==> src/rtl/kct_pkg.sv <==
package kct_pkg;

	// Fixed field widths of the request and response items.
	localparam int unsigned KEY_W = 48;
	localparam int unsigned CNT_W = 32;
	localparam int unsigned ACTION_W = 3;

	// Action codes carried in a request.
	localparam logic [ACTION_W-1:0] ACTION_ADD    = 3'd0;
	localparam logic [ACTION_W-1:0] ACTION_TAKE   = 3'd1;
	localparam logic [ACTION_W-1:0] ACTION_REMOVE = 3'd2;
	localparam logic [ACTION_W-1:0] ACTION_COUNT  = 3'd3;
	localparam logic [ACTION_W-1:0] ACTION_REPORT = 3'd4;

	// Response kinds.
	localparam logic KIND_COUNT  = 1'b0;
	localparam logic KIND_REPORT = 1'b1;

	// Saturation bounds of a count.
	localparam logic signed [CNT_W-1:0] CNT_MAX = 32'sh7fff_ffff;
	localparam logic signed [CNT_W-1:0] CNT_MIN = 32'sh8000_0000;

	typedef struct packed {
		logic [ACTION_W-1:0]     action;
		logic [KEY_W-1:0]        key;
		logic signed [CNT_W-1:0] amount;
	} kct_req_t;

	typedef struct packed {
		logic                    kind;
		logic [KEY_W-1:0]        entry_key;
		logic signed [CNT_W-1:0] entry_count;
		logic                    last;
	} kct_rsp_t;

endpackage

==> src/rtl/keyed_counter_table.sv <==
// Channel   Direction  Handshake              Payload
// req       in         req_valid / req_stall  kct_req_t (action, key, amount)
// rsp       out        rsp_valid / rsp_stall  kct_rsp_t (kind, entry_key, entry_count, last)
//
// One request is handled at a time; req_stall is high outside the idle state.
// Add, take, count and remove look up their key by a linear search through the single read
// port; the first match ends the search. Remove then shifts every later entry down one place.
// Report sends one response per cycle while rsp_stall is low.
// Reset clears the fill level and the response register; the memory is not cleared.
module keyed_counter_table #(
	parameter int unsigned DEPTH = 32,
	parameter int unsigned KEY_BITS = 48
) (
	input  logic              clk,
	input  logic              arst_n,
	input  logic              req_valid,
	output logic              req_stall,
	input  kct_pkg::kct_req_t req,
	output logic              rsp_valid,
	input  logic              rsp_stall,
	output kct_pkg::kct_rsp_t rsp
);

	localparam int unsigned KW = (KEY_BITS < kct_pkg::KEY_W) ? KEY_BITS : kct_pkg::KEY_W;
	localparam int unsigned IW = (DEPTH > 1) ? $clog2(DEPTH) : 1;
	localparam int unsigned FW = $clog2(DEPTH + 1);
	localparam int unsigned MW = KW + kct_pkg::CNT_W;
	localparam logic [FW-1:0] DEPTH_F = FW'(DEPTH);

	typedef enum logic [2:0] {
		ST_IDLE,
		ST_SEARCH,
		ST_ACT,
		ST_SHIFT,
		ST_REPORT
	} state_t;

	state_t state_q;

	logic [kct_pkg::ACTION_W-1:0]     action_q;
	logic [KW-1:0]                    key_q;
	logic signed [kct_pkg::CNT_W-1:0] amount_q;
	logic [FW-1:0]                    fill_q;
	logic [FW-1:0]                    rd_idx_q;
	logic                             found_q;
	logic [IW-1:0]                    pos_q;
	logic signed [kct_pkg::CNT_W-1:0] cnt_q;
	logic                             s1_vld_s1;
	logic [IW-1:0]                    idx_s1;
	logic                             rsp_vld_q;
	kct_pkg::kct_rsp_t                rsp_q;

	logic                             rd_en;
	logic [MW-1:0]                    rd_data;
	logic [KW-1:0]                    rd_key;
	logic signed [kct_pkg::CNT_W-1:0] rd_count;
	logic                             wr_en;
	logic [IW-1:0]                    wr_addr;
	logic [MW-1:0]                    wr_data;
	logic signed [kct_pkg::CNT_W-1:0] alu_result;
	logic                             rsp_free;
	logic                             rsp_load;
	logic                             more;
	logic                             idx_last;
	logic                             appended;

	assign req_stall = (state_q != ST_IDLE);
	assign rsp_valid = rsp_vld_q;
	assign rsp = rsp_q;

	assign rd_key = rd_data[MW-1:kct_pkg::CNT_W];
	assign rd_count = rd_data[kct_pkg::CNT_W-1:0];
	assign rsp_free = !rsp_vld_q || !rsp_stall;
	assign more = (rd_idx_q < fill_q);
	assign idx_last = ((FW'(idx_s1) + FW'(1)) == fill_q);
	assign appended = (state_q == ST_ACT) && (action_q == kct_pkg::ACTION_ADD) &&
		!found_q && (fill_q < DEPTH_F);

	// A count reply or a report entry enters the response register when it is free.
	assign rsp_load = rsp_free &&
		(((state_q == ST_ACT) && (action_q == kct_pkg::ACTION_COUNT)) ||
		((state_q == ST_REPORT) && s1_vld_s1));

	// Table memory: key in the upper bits, count in the lower bits.
	kct_ram #(
		.WIDTH(MW),
		.DEPTH(DEPTH)
	) u_ram (
		.clk    (clk),
		.wr_en  (wr_en),
		.wr_addr(wr_addr),
		.wr_data(wr_data),
		.rd_en  (rd_en),
		.rd_addr(rd_idx_q[IW-1:0]),
		.rd_data(rd_data)
	);

	// Saturating add or take on the count found by the search.
	kct_alu u_alu (
		.take  (action_q == kct_pkg::ACTION_TAKE),
		.count (cnt_q),
		.amount(amount_q),
		.result(alu_result)
	);

	// Read issue: one entry per cycle; a report waits on the response register.
	always_comb begin
		unique case (state_q)
			ST_SEARCH, ST_SHIFT: rd_en = more;
			ST_REPORT:           rd_en = more && (!s1_vld_s1 || rsp_free);
			default:             rd_en = 1'b0;
		endcase
	end

	// Write-back of an updated or appended entry, and the shift-down copy.
	always_comb begin
		wr_en = 1'b0;
		wr_addr = pos_q;
		wr_data = {key_q, alu_result};
		if (state_q == ST_ACT) begin
			if (found_q && (action_q == kct_pkg::ACTION_ADD ||
					action_q == kct_pkg::ACTION_TAKE)) begin
				wr_en = 1'b1;
			end else if (appended) begin
				wr_en = 1'b1;
				wr_addr = fill_q[IW-1:0];
				wr_data = {key_q, amount_q};
			end
		end else if (state_q == ST_SHIFT && s1_vld_s1) begin
			wr_en = 1'b1;
			wr_addr = idx_s1 - IW'(1);
			wr_data = rd_data;
		end
	end

	// Sequencer, read pipeline and response register.
	always_ff @(posedge clk or negedge arst_n) begin
		if (!arst_n) begin
			state_q <= ST_IDLE;
			fill_q <= '0;
			s1_vld_s1 <= 1'b0;
			rsp_vld_q <= 1'b0;
			rsp_q <= '0;
			rd_idx_q <= '0;
			found_q <= 1'b0;
			action_q <= '0;
			key_q <= '0;
			amount_q <= '0;
			pos_q <= '0;
			cnt_q <= '0;
			idx_s1 <= '0;
		end else begin
			// The response register fills on a load and drains when the far side takes it.
			if (rsp_load) begin
				rsp_vld_q <= 1'b1;
			end else if (!rsp_stall) begin
				rsp_vld_q <= 1'b0;
			end

			// Track the entry index that the read data belongs to.
			if (state_q == ST_REPORT) begin
				s1_vld_s1 <= rd_en || (s1_vld_s1 && !rsp_free);
			end else if (state_q == ST_SEARCH || state_q == ST_SHIFT) begin
				s1_vld_s1 <= rd_en;
			end else begin
				s1_vld_s1 <= 1'b0;
			end
			if (rd_en) begin
				idx_s1 <= rd_idx_q[IW-1:0];
				rd_idx_q <= rd_idx_q + FW'(1);
			end

			unique case (state_q)
				ST_IDLE: begin
					if (req_valid) begin
						action_q <= req.action;
						key_q <= req.key[KW-1:0];
						amount_q <= req.amount;
						rd_idx_q <= '0;
						found_q <= 1'b0;
						if (req.action == kct_pkg::ACTION_ADD ||
								req.action == kct_pkg::ACTION_TAKE ||
								req.action == kct_pkg::ACTION_REMOVE ||
								req.action == kct_pkg::ACTION_COUNT) begin
							state_q <= ST_SEARCH;
						end else if (req.action == kct_pkg::ACTION_REPORT) begin
							state_q <= ST_REPORT;
						end
					end
				end
				ST_SEARCH: begin
					// The first matching key ends the search.
					if (s1_vld_s1 && rd_key == key_q) begin
						found_q <= 1'b1;
						pos_q <= idx_s1;
						cnt_q <= rd_count;
						state_q <= ST_ACT;
					end else if (!s1_vld_s1 && !more) begin
						found_q <= 1'b0;
						cnt_q <= '0;
						state_q <= ST_ACT;
					end
				end
				ST_ACT: begin
					unique case (action_q)
						kct_pkg::ACTION_REMOVE: begin
							if (found_q) begin
								rd_idx_q <= FW'(pos_q) + FW'(1);
								state_q <= ST_SHIFT;
							end else begin
								state_q <= ST_IDLE;
							end
						end
						kct_pkg::ACTION_COUNT: begin
							if (rsp_free) begin
								rsp_q.kind <= kct_pkg::KIND_COUNT;
								rsp_q.entry_key <= kct_pkg::KEY_W'(key_q);
								rsp_q.entry_count <= cnt_q;
								rsp_q.last <= 1'b1;
								state_q <= ST_IDLE;
							end
						end
						default: begin
							if (appended) begin
								fill_q <= fill_q + FW'(1);
							end
							state_q <= ST_IDLE;
						end
					endcase
				end
				ST_SHIFT: begin
					if (!s1_vld_s1 && !more) begin
						fill_q <= fill_q - FW'(1);
						state_q <= ST_IDLE;
					end
				end
				ST_REPORT: begin
					if (s1_vld_s1 && rsp_free) begin
						rsp_q.kind <= kct_pkg::KIND_REPORT;
						rsp_q.entry_key <= kct_pkg::KEY_W'(rd_key);
						rsp_q.entry_count <= rd_count;
						rsp_q.last <= idx_last;
					end
					if (!s1_vld_s1 && !more) begin
						state_q <= ST_IDLE;
					end
				end
				default: begin
					state_q <= ST_IDLE;
				end
			endcase
		end
	end

`ifndef SYNTH
	// The fill level never passes the table depth.
	a_fill_bound: assert property (@(posedge clk) disable iff (!arst_n)
		fill_q <= DEPTH_F)
		else $error("fill level above depth");

	// The fill level moves by one entry at most per cycle.
	a_fill_step: assert property (@(posedge clk) disable iff (!arst_n)
		!$stable(fill_q) |-> (fill_q == $past(fill_q) + FW'(1) ||
			fill_q == $past(fill_q) - FW'(1)))
		else $error("fill level jumped");

	// Memory writes happen only at write-back or during the shift-down.
	a_wr_state: assert property (@(posedge clk) disable iff (!arst_n)
		wr_en |-> (state_q == ST_ACT || state_q == ST_SHIFT))
		else $error("memory write outside write-back");

	// A shift copy lands below the last occupied entry.
	a_shift_addr: assert property (@(posedge clk) disable iff (!arst_n)
		(state_q == ST_SHIFT && wr_en) |-> ((FW'(wr_addr) + FW'(1)) < fill_q))
		else $error("shift write beyond table");

	// A request is taken only in the idle state, and a report request starts
	// a report.
	a_accept_next: assert property (@(posedge clk) disable iff (!arst_n)
		(req_valid && !req_stall && req.action == kct_pkg::ACTION_REPORT)
			|=> (state_q == ST_REPORT))
		else $error("report request did not start a report");
`endif

endmodule

==> src/rtl/kct_ram.sv <==
module kct_ram #(
	parameter int unsigned WIDTH = 80,
	parameter int unsigned DEPTH = 32
) (
	input  logic                                   clk,
	input  logic                                   wr_en,
	input  logic [(DEPTH > 1 ? $clog2(DEPTH) : 1)-1:0] wr_addr,
	input  logic [WIDTH-1:0]                       wr_data,
	input  logic                                   rd_en,
	input  logic [(DEPTH > 1 ? $clog2(DEPTH) : 1)-1:0] rd_addr,
	output logic [WIDTH-1:0]                       rd_data
);

	logic [WIDTH-1:0] mem_q [DEPTH];

	// One write port and one registered read port; read data holds between reads.
	always_ff @(posedge clk) begin
		if (wr_en) begin
			mem_q[wr_addr] <= wr_data;
		end
		if (rd_en) begin
			rd_data <= mem_q[rd_addr];
		end
	end

endmodule

==> src/rtl/kct_alu.sv <==
module kct_alu (
	input  logic                             take,
	input  logic signed [kct_pkg::CNT_W-1:0] count,
	input  logic signed [kct_pkg::CNT_W-1:0] amount,
	output logic signed [kct_pkg::CNT_W-1:0] result
);

	logic signed [kct_pkg::CNT_W:0] count_x;
	logic signed [kct_pkg::CNT_W:0] amount_x;
	logic signed [kct_pkg::CNT_W:0] sum;
	logic signed [kct_pkg::CNT_W-1:0] sat;

	// Widen by one bit so the add or subtract cannot wrap.
	assign count_x = {count[kct_pkg::CNT_W-1], count};
	assign amount_x = {amount[kct_pkg::CNT_W-1], amount};
	assign sum = take ? (count_x - amount_x) : (count_x + amount_x);

	// Saturate when the top two bits disagree, then clamp a take at zero.
	always_comb begin
		if (sum[kct_pkg::CNT_W] != sum[kct_pkg::CNT_W-1]) begin
			sat = sum[kct_pkg::CNT_W] ? kct_pkg::CNT_MIN : kct_pkg::CNT_MAX;
		end else begin
			sat = sum[kct_pkg::CNT_W-1:0];
		end
		if (take && sat[kct_pkg::CNT_W-1]) begin
			result = '0;
		end else begin
			result = sat;
		end
	end

endmodule

==> config.mk <==
export PLATFORM = sky130hd
export DESIGN_NAME = keyed_counter_table
export DESIGN_NICKNAME = d
export VERILOG_FILES = /design/src/rtl/kct_pkg.sv /design/src/rtl/keyed_counter_table.sv /design/src/rtl/kct_ram.sv /design/src/rtl/kct_alu.sv
export SDC_FILE = /design/constraint.sdc
export NUM_CORES = 2
export LEC_CHECK = 0
export ABC_CLOCK_PERIOD_IN_PS = 14900
export BUFFER_PORTS_ARGS = -buffer_cell sky130_fd_sc_hd__buf_2
export CAP_MARGIN = 20
export CORE_AREA = 2 2 506 508
export CTS_BUF_LIST = sky130_fd_sc_hd__clkbuf_8
export CTS_CLUSTER_DIAMETER = 50
export DETAILED_ROUTE_END_ITERATION = 8
export DIE_AREA = 0 0 508 510
export MAX_ROUTING_LAYER = met4
export PLACE_DENSITY = 0.59
export SYNTH_ARGS = -nofsm -noshare
export SYNTH_HDL_FRONTEND = slang
export SYNTH_SLANG_ARGS = --single-unit
==> constraint.sdc <==
create_clock -name clk -period 14.9 [get_ports clk]
set_input_delay 2.235 -clock clk [delete_from_list [all_inputs] [get_ports clk]]
set_output_delay 2.235 -clock clk [all_outputs]
set_load 0.01 [all_outputs]
==> flow_summary.rst <==
.. list-table::
   :header-rows: 1

   * - Metric
     - Value
   * - Slowest cell on crit path
     - sky130_fd_sc_hd__clkinv_1
   * - Core Area
     - 253500 sq um
   * - Number of levels in the clock H-tree
     - 5
   * - Wire length of the first global-routing pass
     - 446300 microns
   * - Drt initial violations
     - 6890
   * - Most instantiated cells after synthesis
     - sky130_fd_sc_hd__edfxtp_1 (2640), sky130_fd_sc_hd__mux4_2 (800), sky130_fd_sc_hd__nand2_1 (510), sky130_fd_sc_hd__clkbuf_1 (252), sky130_fd_sc_hd__dfrtp_1 (225)
   * - Maximum number of pins on one net before global-route repair
     - 106
   * - Area grow syn2layout
     - 12.80%
   * - Cells along the critical path
     - or4_1 > nor2_1 > nand3b_1 > or3_1 > nor4_1 > nor2_1 > xnor2_1 > ha_1 > a21o_1 > a311oi_1 > o21ai_0 > o2bb2ai_1 > a211o_1 > a31o_2 > a21o_1 > xnor2_1 > ha_1 > clkinv_1 > a211o_1 > nand3_4 > or2_1 > o21ai_2 > buf_8
   * - Data arrival time of the critical path
     - 9.14 ns
   * - Via count of the first global-routing pass
     - 58750
   * - Worst Tran Pin Value
     - 1.194 ns
   * - Area fraction in compound gates after synthesis
     - 2.313%
   * - Leading cell type by number of instances after synthesis
     - sky130_fd_sc_hd__edfxtp_1
   * - Leakage Power
     - 41.81 nW
   * - Height of the die
     - 510 microns
   * - Clock transition at the registers of the reported paths
     - 0.06 ns
   * - Final-stage net count
     - 6121
   * - Final setup skew
     - 0.1113 ns
   * - Worst hold-check path type
     - flip-flop to flip-flop
   * - Number of standard-cell rows in the floorplan
     - 185
   * - Largest stage delay, worst path
     - 0.64 ns
   * - Syn avg cell area
     - 20.69 sq um
   * - Total GRT Usage
     - 25.21%
   * - Crit path launch type
     - flip-flop
   * - First-pass iteration count of the detailed router
     - 6
   * - Post-Synthesis Cell Area
     - 113400 sq um
   * - Post-detail-place hpwl
     - 172100 microns
   * - Number of distinct library cells after synthesis
     - 78
   * - Synth Area in Simple Gates
     - 2.797%
   * - Clock Path Buffers
     - 4
   * - Asr flop ratio synth
     - 7.853%
   * - Post-synthesis cell count
     - 5482
   * - Antenna-violating nets left
     - 0
   * - Setup repair bufs after CTS
     - 0
   * - Initial core utilization
     - 44.76%
   * - # resized after CTS
     - 0
   * - Min-delay src
     - rsp[73]
   * - Die X-Extent
     - 508 microns
   * - Avg WL per Cell
     - 32.59 microns
   * - XOR/XNOR share of the synthesized area
     - 0.9110%
   * - Fin crit share
     - 55.99%
   * - Worst R2R Start
     - amount_q[6]
   * - Via Count
     - 57820
   * - Post-synthesis share of cell area spent on full adders, half adders and majority gates
     - 0.5647%
   * - Crit path buffers/inverters
     - 2
   * - Weighted congestion reported at the end of routability-driven placement
     - 0.8616
   * - Initial antenna violation count
     - 8
   * - Power density over the cells
     - 195.2 nW/um^2
   * - Worst path required time
     - 15.70 ns
   * - Later-pin clock latency in the skew report
     - 1.14 ns
   * - Worst-case setup margin in the final layout
     - 6.557 ns
   * - Residual DRC count
     - 0
   * - Library cell used as clock root buffer
     - sky130_fd_sc_hd__clkbuf_8
   * - Synth top area cells
     - sky130_fd_sc_hd__edfxtp_1 (70%), sky130_fd_sc_hd__mux4_2 (16%), sky130_fd_sc_hd__dfrtp_1 (5.0%)
   * - Most common flop cell mapped by yosys
     - sky130_fd_sc_hd__edfxtp_1
   * - Largest family of logic cells by synthesized area
     - multiplexers
   * - Total die area
     - 259100 sq um
   * - Flops & latches, synth
     - 2865
   * - Total clock buffers created by CTS
     - 467
   * - Hold Worst Slack
     - 0.4744 ns
   * - Cell family with most CP delay
     - simple AND/OR/NAND/NOR gates
   * - Rel. slew slack
     - 20.23%
   * - Warnings from Yosys
     - 0
   * - Clock tree from TritonCTS
     - yes
   * - Pre-CTS WS
     - 6.432 ns
   * - Mux cell area share after synthesis
     - 17.45%
   * - EDFF count, synth
     - 2640
   * - Run status
     - completed
   * - Classification of the worst setup path
     - flip-flop to flip-flop
   * - Sequential cell area fraction in the yosys report
     - 74.84%
   * - Maximum fanout count along the critical path
     - 31
   * - Number of hold buffers added after CTS
     - 0
   * - Count of endpoints failing setup in the final report
     - 0
   * - Final hold viol count
     - 0
   * - Worst ir drop on vdd
     - 0.1557 mV
   * - Top cell type's share of synthesized area
     - 69.88%
   * - Clock Sink Count
     - 2865
   * - Fraction of final layout cells sized beyond drive strength 1
     - 29.63%
   * - Max-cap check violation count
     - 0
   * - Setup TNS
     - 0 ns
   * - Top Ports
     - 171
   * - Highest Clock Rate
     - 119.9 MHz
   * - Post-Synthesis Net Count
     - 5619
   * - Final number of max-transition violations
     - 0
   * - DR vias/cell
     - 5.942
   * - Crit. End Element
     - flip-flop
   * - Total gr overflow
     - 0
   * - Final wirelength
     - 317100 microns
   * - Post-route insts no fill
     - 9731
   * - Largest area contributor in the netlist
     - sky130_fd_sc_hd__edfxtp_1
   * - Port Buffer Count
     - 170
   * - Unrepaired setup endpoints after global routing
     - no
   * - Beginning of the critical path
     - amount_q[6]
   * - Minimum clock period after layout
     - 8.343 ns
   * - Placed cells
     - 8859
## final cells by class
| type | count | area [sq um] |
|---|---|---|
| Inverter | 35 | 136.4 |
| Fill cell | 20360 | 125500 |
| Clock buffer | 496 | 6827 |
| Timing Repair Buffer | 330 | 2466 |
| Clock inverter | 348 | 1722 |
| Sequential cell | 2865 | 84930 |
| Multi-Input combinational cell | 2285 | 27660 |
| Antenna cell | 6 | 15.01 |
| Tap cell | 3366 | 4212 |
## stage by stage
stage	instance area, sq um	power, mW	util [%]
6_report	128000	24.98	50.48
5_1_grt	127900	26.04	50.48
4_1_cts	127500	24.90	50.30
3_5_place_dp	118900	18.62	46.93
3_3_place_gp	118900	18.40	46.90
2_1_floorplan	113400	16.08	-
## cell usage in the layout (no fill, tap or decap), types with 21 or more instances in the layout
master	Yosys	final
sky130_fd_sc_hd__nor2_1	95	62
sky130_fd_sc_hd__mux2_2	88	88
sky130_fd_sc_hd__clkbuf_8	0	496
sky130_fd_sc_hd__mux2i_1	79	79
sky130_fd_sc_hd__a21oi_1	69	69
sky130_fd_sc_hd__clkinv_1	1	105
sky130_fd_sc_hd__edfxtp_1	2640	2640
sky130_fd_sc_hd__a22o_1	33	33
sky130_fd_sc_hd__xor2_1	54	54
sky130_fd_sc_hd__ha_1	48	48
sky130_fd_sc_hd__nand3_1	22	21
sky130_fd_sc_hd__inv_1	34	195
sky130_fd_sc_hd__nor2_4	0	32
sky130_fd_sc_hd__nand2_1	510	509
sky130_fd_sc_hd__clkinv_2	0	56
sky130_fd_sc_hd__buf_2	2	169
sky130_fd_sc_hd__dfrtp_1	225	220
sky130_fd_sc_hd__buf_4	1	129
sky130_fd_sc_hd__mux4_2	800	800
sky130_fd_sc_hd__xnor2_1	64	64
sky130_fd_sc_hd__o21ai_0	139	129
## cells by family after synthesis
| family | count (synthesis) |
|---|---|
| flops | 2865 |
| mux | 967 |
| simple gates | 747 |
| compound gates | 403 |
| buf+inv | 332 |
| xor+xnor | 118 |
| fa+ha+maj | 50 |
## worst paths after layout
path	slack [ns]	cells past startpoint	endpoint
max	6.56	23	u_ram.mem_q[8][28]
min in group asynchronous	1.07	1	rsp[61]
min	0.47	2	rsp[73]
max in group asynchronous	11.79	3	rsp[19]
max reg2reg	6.56	23	u_ram.mem_q[8][28]
min reg2reg	0.47	2	rsp[73]
## worst register-to-register path: cells and delay by family, from the launching register on
kind	cells	cell delay [ns]
DFF	1	0.44
adders and majority gates	2	0.68
and+or+nand+nor	8	3.25
buffers and inverters	2	0.86
AOI/OAI and AO/OA	9	2.51
xor gates and xnor gates	2	0.29
## registers in the layout, indices dropped and copies added (netlist names), 5 cells and up
signal	cells
amount_q	32
cnt_q	32
fill_q	6
idx_s1	5
key_q	48
pos_q	5
rd_idx_q	6
rsp	82
u_ram.mem_q	2560
u_ram.rd_data	80
## where the power goes
group	total, mW	internal (mW)	switching (mW)
clock network	6.31	3.23	3.08
registers	11.9	11.5	0.458
logic	6.74	2.33	4.41
total	25.0	17.0	7.95
## layer usage
layer,part of all wire (%),up-vias,global-route usage (%)
li1,-,23680,-
met1,41,31300,33.51
met2,50,2362,40.39
met3,6.0,480,3.316
met4,3.7,0,8.715
met5,0,-,-
Power figures use the tool's default switching activity.
